===== src/rtl/nxa_pkg.sv =====
`timescale 1ns / 1ps

package nxa_pkg;

    // datapath widths of the shared divider
    localparam int NUM_W = 53;
    localparam int DEN_W = 38;
    localparam int Q_W   = 17;

    // fixed constants of the sigmoid and x/(x+1) branches
    localparam logic [16:0] LOG2E_Q16   = 17'd94548;
    localparam logic [39:0] EXP_LIM_Q24 = 40'd50 << 24;
    localparam logic [38:0] ONE_Q24     = 39'd1 << 24;

    // register indexes of the write port
    localparam logic [2:0] CFG_GAIN       = 3'd0;
    localparam logic [2:0] CFG_SIG_GAIN   = 3'd1;
    localparam logic [2:0] CFG_SIG_MULT   = 3'd2;
    localparam logic [2:0] CFG_INTERP_RNG = 3'd3;
    localparam logic [2:0] CFG_INTERP_VAL = 3'd4;
    localparam logic [2:0] CFG_GAIN_COR   = 3'd5;
    localparam logic [2:0] CFG_SPAN_INV   = 3'd6;

    // which branch of the activation an item takes
    typedef enum logic [1:0] {
        PATH_SIG,
        PATH_LIN,
        PATH_XX1
    } t_path;

    // side information that travels with an item through the divider
    typedef struct packed {
        t_path path;
        logic  neg;
    } t_tag;

    // configuration register group
    typedef struct packed {
        logic [17:0] gain;
        logic [19:0] sig_gain;
        logic [15:0] sig_mult;
        logic [15:0] interp_rng;
        logic [16:0] interp_val;
        logic [15:0] gain_cor;
        logic [19:0] span_inv;
    } t_cfg;

    // 2^(-k/16) in Q1.16, k = 0..16
    function automatic logic [16:0] pow2_neg(input logic [4:0] k);
        logic [16:0] v;
        begin
            case (k)
                5'd0:    v = 17'd65536;
                5'd1:    v = 17'd62757;
                5'd2:    v = 17'd60097;
                5'd3:    v = 17'd57549;
                5'd4:    v = 17'd55109;
                5'd5:    v = 17'd52773;
                5'd6:    v = 17'd50535;
                5'd7:    v = 17'd48393;
                5'd8:    v = 17'd46341;
                5'd9:    v = 17'd44376;
                5'd10:   v = 17'd42495;
                5'd11:   v = 17'd40693;
                5'd12:   v = 17'd38968;
                5'd13:   v = 17'd37316;
                5'd14:   v = 17'd35734;
                5'd15:   v = 17'd34219;
                default: v = 17'd32768;
            endcase
            return v;
        end
    endfunction

endpackage


===== src/rtl/nxa_cell.sv =====
`timescale 1ns / 1ps

module nxa_cell #(
    parameter int SHIFT = 0
) (
    input  logic                      i_clk,
    input  logic                      i_rst_n,
    input  logic                      i_valid,
    input  logic [nxa_pkg::NUM_W-1:0] i_rem,
    input  logic [nxa_pkg::DEN_W-1:0] i_den,
    input  logic [nxa_pkg::Q_W-1:0]   i_q,
    input  nxa_pkg::t_tag             i_tag,
    output logic                      o_valid,
    output logic [nxa_pkg::NUM_W-1:0] o_rem,
    output logic [nxa_pkg::DEN_W-1:0] o_den,
    output logic [nxa_pkg::Q_W-1:0]   o_q,
    output nxa_pkg::t_tag             o_tag
);

    localparam int CMP_W = nxa_pkg::NUM_W + 2;

    logic [CMP_W-1:0]          w_ds;
    logic [nxa_pkg::NUM_W-1:0] n_rem;
    logic [nxa_pkg::Q_W-1:0]   n_q;
    logic                      r_valid;
    logic [nxa_pkg::NUM_W-1:0] r_rem;
    logic [nxa_pkg::DEN_W-1:0] r_den;
    logic [nxa_pkg::Q_W-1:0]   r_q;
    nxa_pkg::t_tag             r_tag;

    // one restoring step: try the shifted divisor
    always_comb begin
        w_ds  = CMP_W'(i_den) << SHIFT;
        n_rem = i_rem;
        n_q   = i_q;
        if (CMP_W'(i_rem) >= w_ds) begin
            n_rem      = i_rem - nxa_pkg::NUM_W'(w_ds);
            n_q[SHIFT] = 1'b1;
        end
    end

    always_ff @(posedge i_clk) begin
        if (!i_rst_n) begin
            r_valid <= 1'b0;
        end else begin
            r_valid <= i_valid;
        end
    end

    always_ff @(posedge i_clk) begin
        r_rem <= n_rem;
        r_den <= i_den;
        r_q   <= n_q;
        r_tag <= i_tag;
    end

    assign o_valid = r_valid;
    assign o_rem   = r_rem;
    assign o_den   = r_den;
    assign o_q     = r_q;
    assign o_tag   = r_tag;

endmodule


===== config.mk =====
export PLATFORM = sky130hd
export DESIGN_NAME = nxa_cell
export DESIGN_NICKNAME = d
export VERILOG_FILES = /design/src/rtl/nxa_pkg.sv /design/src/rtl/nxa_cell.sv
export SDC_FILE = /design/constraint.sdc
export NUM_CORES = 1
export LEC_CHECK = 0
export ABC_AREA = 1
export BUFFER_PORTS_ARGS = -buffer_cell sky130_fd_sc_hd__buf_2
export CORE_MARGIN = 3
export CORE_UTILIZATION = 52
export CTS_CLUSTER_SIZE = 16
export DETAILED_ROUTE_END_ITERATION = 8
export PLACE_DENSITY_LB_ADDON = 0.3
export REMOVE_ABC_BUFFERS = 1
export SLEW_MARGIN = 0
export SYNTH_ARGS = -nofsm -noshare
export SYNTH_HDL_FRONTEND = slang
export SYNTH_SLANG_ARGS = --single-unit
export TNS_END_PERCENT = 1

===== constraint.sdc =====
create_clock -name i_clk -period 2.15 [get_ports i_clk]
set_clock_uncertainty 0.05 [all_clocks]
set_input_delay 0.3225 -clock i_clk [delete_from_list [all_inputs] [get_ports i_clk]]
set_output_delay 0.3225 -clock i_clk [all_outputs]
set_load 0.05 [all_outputs]

# After elaboration in Yosys (flattened, before gate mapping)
# Index checks and enable logic that the tools add are counted.
dict set report word_totals {
  output_inout_bits 112
  inputBits 114
  wordCells 10
  ff_bits 112
}
dict set report op_classes {
  n_lt_le_gt_ge 1
  muxes 1
  add_sub_neg 1
}
# operator n
set op_table {}
lappend op_table {{greater-or-equal comparator 53 x 38 -> 1 bit} 1}
lappend op_table {{two-way mux 53 bit} 1}
lappend op_table {{subtractor 53 x 38 -> 53 bit} 1}

# Depth between registers and ports, before layout
dict set report depth {
  depth_word 2
  depth_mapped 16
  depth_no_buf 15
}

# Worst setup path before layout
# Ideal clock, no wire load.
dict set report synth_timing {
  path_kind {input to register}
  from {input port i_rem[0] in the netlist's numbering}
  to {register r_rem, in the netlist o_rem[40]}
  path_stages 11
  arrival_ps 1824
  setup_slack_ps 218
  path_cell_list {inv_1 -> ha_1 -> fa_1 -> nor2_1 -> o21ai_0 -> nand2_1 -> nand2_1 -> nand3b_1 -> a21oi_1 -> or2_2 -> nand2_1}
}
dict set report synth_via {
  elab_chain_cells 2
  elab_cells_between_ends 3
  cone_classes {add/sub (1); order compare (1); mux (1)}
}
# element line_no
set synth_rtl {}
lappend synth_rtl {{start, declared} nxa_cell.sv:9} ;# input logic [nxa_pkg::NUM_W-1:0] i_rem,
lappend synth_rtl {{subtractor 53 x 38 -> 53 bit / greater-or-equal comparator 53 x 38 -> 1 bit (equally long branches)} {nxa_cell.sv:37, nxa_cell.sv:36}}
lappend synth_rtl {{two-way mux 53 bit (*)} nxa_cell.sv:36} ;# if (CMP_W'(i_rem) >= w_ds) begin
lappend synth_rtl {{via n_rem (one bit)} nxa_cell.sv:23} ;# logic [nxa_pkg::NUM_W-1:0] n_rem;
lappend synth_rtl {{end signal, assigned} nxa_cell.sv:51} ;# r_rem <= n_rem;
lappend synth_rtl {{end, declared} nxa_cell.sv:26} ;# logic [nxa_pkg::NUM_W-1:0] r_rem;
# The timed path passes the listed nets; every way through them passes the cells marked *.
# A chain may end at the register's enable or synchronous reset.

# Worst setup path in the final report
dict set report layout_timing {
  from {input port i_rem[14] in the netlist's numbering}
  to {register r_rem, in the netlist o_rem[13]}
}
dict set report layout_via {
  elab_chain_cells 2
}
# element line_no
set layout_rtl {}
lappend layout_rtl {{greater-or-equal comparator 53 x 38 -> 1 bit} nxa_cell.sv:36}
lappend layout_rtl {{two-way mux 53 bit} nxa_cell.sv:36}
lappend layout_rtl {{via n_rem (one bit)} nxa_cell.sv:23}
# The timed path passes the listed nets, and every way through them passes these cells.

==> summary.md <==
| Metric | Value |
|---|---|
| Seq pwr share | 33.5% |
| Syn_area_per_cell | slightly above 6 sq um |
| Clk pwr share | 25.9% |
| Final worst path period need | 2.19 ns |
| Total net switching power | 2.90 mW |
| Post-route ant nets | 0 |
| HP Class | in2reg |
| Die height | about 120 um |
| Failing checks | setup timing |
| Post-CTS setup repair buffer count | 0 |
| Reg clk slew, reported paths | 0.08 ns |
| Power Dens Cells | ~690 nW/um^2 |
| Largest net degree at the start of global routing | 23 |
| Area of the core | 13400 sq um |
| # diodes | 0 |
| CTS max path bufs | 2 |
| Htree depth | 3 |
| Initial antenna violation count | 0 |
| Total CTS buffers | 9 |
| Hold Vio Cnt, Final | 0 |
| Met2 Use GR | between 50% and 60% |
| Startpoint Class | input pin |
| Crit path max fanout | 22 |
| Top-count cell post-synth | nand2_1 |
| Total wire length | 29500 um |
| Gr busiest metal | met2 |
| Initial Util | 53.9% |
| Via Count | ~9000 |
| Kind of critical path | in2reg |
| Worst-margin pin slew | between 0.4 and 0.5 ns |
| Critical path startpoint | i_rem[14] |
| EDFF count, synth | 0 |
| Post-DP Area | ~9800 sq um |
| Mapped Cells | 1169 |
| First-pass GRT wire length | 41000 um |
| Max Freq | 456 MHz |
| RD Place Congestion | ~0.95 |
| WL/cell | 16.8 um |
| Number of cell rows | 42 |
| Final setup vio count | 1 |
| Static Leakage | 5.97 nW |
| Synth warn | 0 |
| Crit share post-route | 102% |
| Post-route cell area | 10200 sq um |
| Syn Std Cell Area | ~7200 sq um |
| Pre-CTS setup slack | -0.281 ns |
| Req. time, crit path | about 2.4 ns |
| Logic pwr share | 40.6% |
| Met1 Use GR | 42.5% |
| Initial DRC count | 912 |
| Clock Sinks | 112 |
| Root Driver | clkbuf_16 |
| Vias in the first global route | between 8000 and 9000 |
| GR Layer Usage met3 | 5.86% |
| Cell taking the most area after synthesis | dfxtp_1 |
| Nets | between 1500 and 2000 |
| MaxCap Viol Count | 0 |
| Ys async rst share | 0% |
| Setup_tns | -0.0438 ns |
| I/O Buffers | 225 |
| DRC Markers | 0 |
| Max Slew Vio Count | 0 |
| Via density | 5.20 |
| Critical Path End | o_rem[13] |
| Die area | 15300 sq um |
| 1st-pass router iterations | 6 |
| I/O Pins | 226 |
| Synth unique cells | 34 |
| Area delta synth->final | 41.3% |
| Grt total ovfl | 0 |
| Top post-synthesis cells by area | dfxtp_1 (31%), nand2_1 (22%), inv_1 (13%) |
| Peak supply drop | 0.000455 V |
| Layout cells sized above 1 | 30.8% |
| Status | finished with violations |
| Worst setup margin | -0.0438 ns |
| Post-synth top area share | a little under a third |
| Die W | 124 um |
| All-Layer GR Usage | 35.2% |
| Commonest cells in the netlist | nand2_1 (433), inv_1 (258), dfxtp_1 (112), nor2_1 (97), nand3_1 (60) |
| Critical Path AT | 2.43 ns |
| Sequential-to-total area share from yosys stat | between 30% and 40% |
| Sw frac | 41.0% |
| Detailed Place HPWL | 23000 um |
| CTS tree | done |
| RSZ-0062 raised after global routing | true |
| Slew HR | a little over two thirds |
| Cell internal pwr | 4.17 mW |
| Top FF cell, synth | dfxtp_1 |
| Synth Register Bits | 112 |
| CP Capture Type | flip-flop |
registers in the layout, indices dropped and copies added, names as in the netlist:
register and flops:
o_rem 53, o_valid 1, o_den 38, o_tag 3, o_q 17
metrics by stage:
stage	total power, mW	hold WS, ns	utilization [%]	cells
floorplan	4.12	0.300	-	1160
global placement	5.06	0.375	73.1	1730
detailed placement	5.16	0.376	73.1	1730
CTS	6.97	0.000393	75.6	1747
global route	7.32	0.00156	76.2	1751
finish	7.07	0.00455	76.2	1751
placed cells by master (no fill, tap or decap), drive strengths merged:
cell type and instances:
nand4 17, xor2 2, a21oi 30, bufinv 1, a21boi 2, xnor2 20, o21a 1, nand3 62
nand2 452, clkbuf 9, dfxtp 112, buf 394, ha 38, nor3 8, a21o 1, and2 2
clkinv 3, dlygate4sd3 5, and3 1, nor2 104, nand3b 10, o21bai 1, o21ai 30, or2 4
nor4 2, fa 1, inv 263
worst max-delay path, stage by stage:
cell,delay (ns)
buf_2,0.12
ha_1,0.39
nand2_1,0.15
nand2_1,0.13
nand2_1,0.10
nand2_1,0.09
nand2_1,0.07
nand2_1,0.08
inv_1,0.08
nand3_2,0.08
nand2_1,0.10
nand3_4,0.11
inv_4,0.14
buf_12,0.21
nand2_2,0.13
o21ai_2,0.10
power groups by stage:
stage / combinational, mW / sequential [mW] / clock [mW]
detailed placement: 2.74 / 2.42 / 0
CTS: 2.77 / 2.37 / 1.83
global placement: 2.67 / 2.39 / 0
global route: 3.03 / 2.39 / 1.90
floorplan: 0.898 / 3.22 / 0
finish: 2.87 / 2.37 / 1.83
routing by layer:
metal	up-vias	wire length [um]
li1	4299	-
met1	4082	11700
met2	584	13300
met3	134	2660
met4	0	1830
met5	-	0
cell families (layout without fill, tap and decap cells):
| family | after synthesis | count (layout) | share of synthesized area (%) |
|---|---|---|---|
| compound gates | 65 | 65 | 6.39 |
| flops | 112 | 112 | 31.0 |
| simple gates | 662 | 662 | 38.2 |
| fa+ha+maj | 39 | 39 | 6.86 |
| xor+xnor | 22 | 22 | 2.67 |
| buf+inv | 269 | 675 | 14.8 |
timing repair:
item,4_1_cts,5_1_grt
gates resized for setup,0,10
endpoints found under the setup margin,0,40
hold buffers,1,4
endpoints found under the hold margin,1,4
area by class of cell:
| cell class | instances | area, sq um |
|---|---|---|
| clock buffer | 9 | 225 |
| sequential | 112 | 2240 |
| tap | 176 | 220 |
| inverter | 260 | 978 |
| timing repair buffer | 399 | 2490 |
| fill | 992 | 3190 |
| multi-input combinational | 788 | 3950 |
| clock inverter | 7 | 97.6 |
how the worst min path moves through the flow:
stage	to	from	slack [ns]	cells past startpoint
final	o_q[10]	i_q[10]	0.005	1
after global routing	o_q[4]	i_q[4]	0.002	1
after CTS	o_q[8]	i_q[8]	0.0004	1
after detailed placement	o_q[8]	i_q[8]	0.38	1
after global placement	o_tag[2]	i_tag[2]	0.37	1
after floorplan	o_den[0]	i_den[0]	0.30	0
No activity file was read; power rests on OpenSTA's default activity.
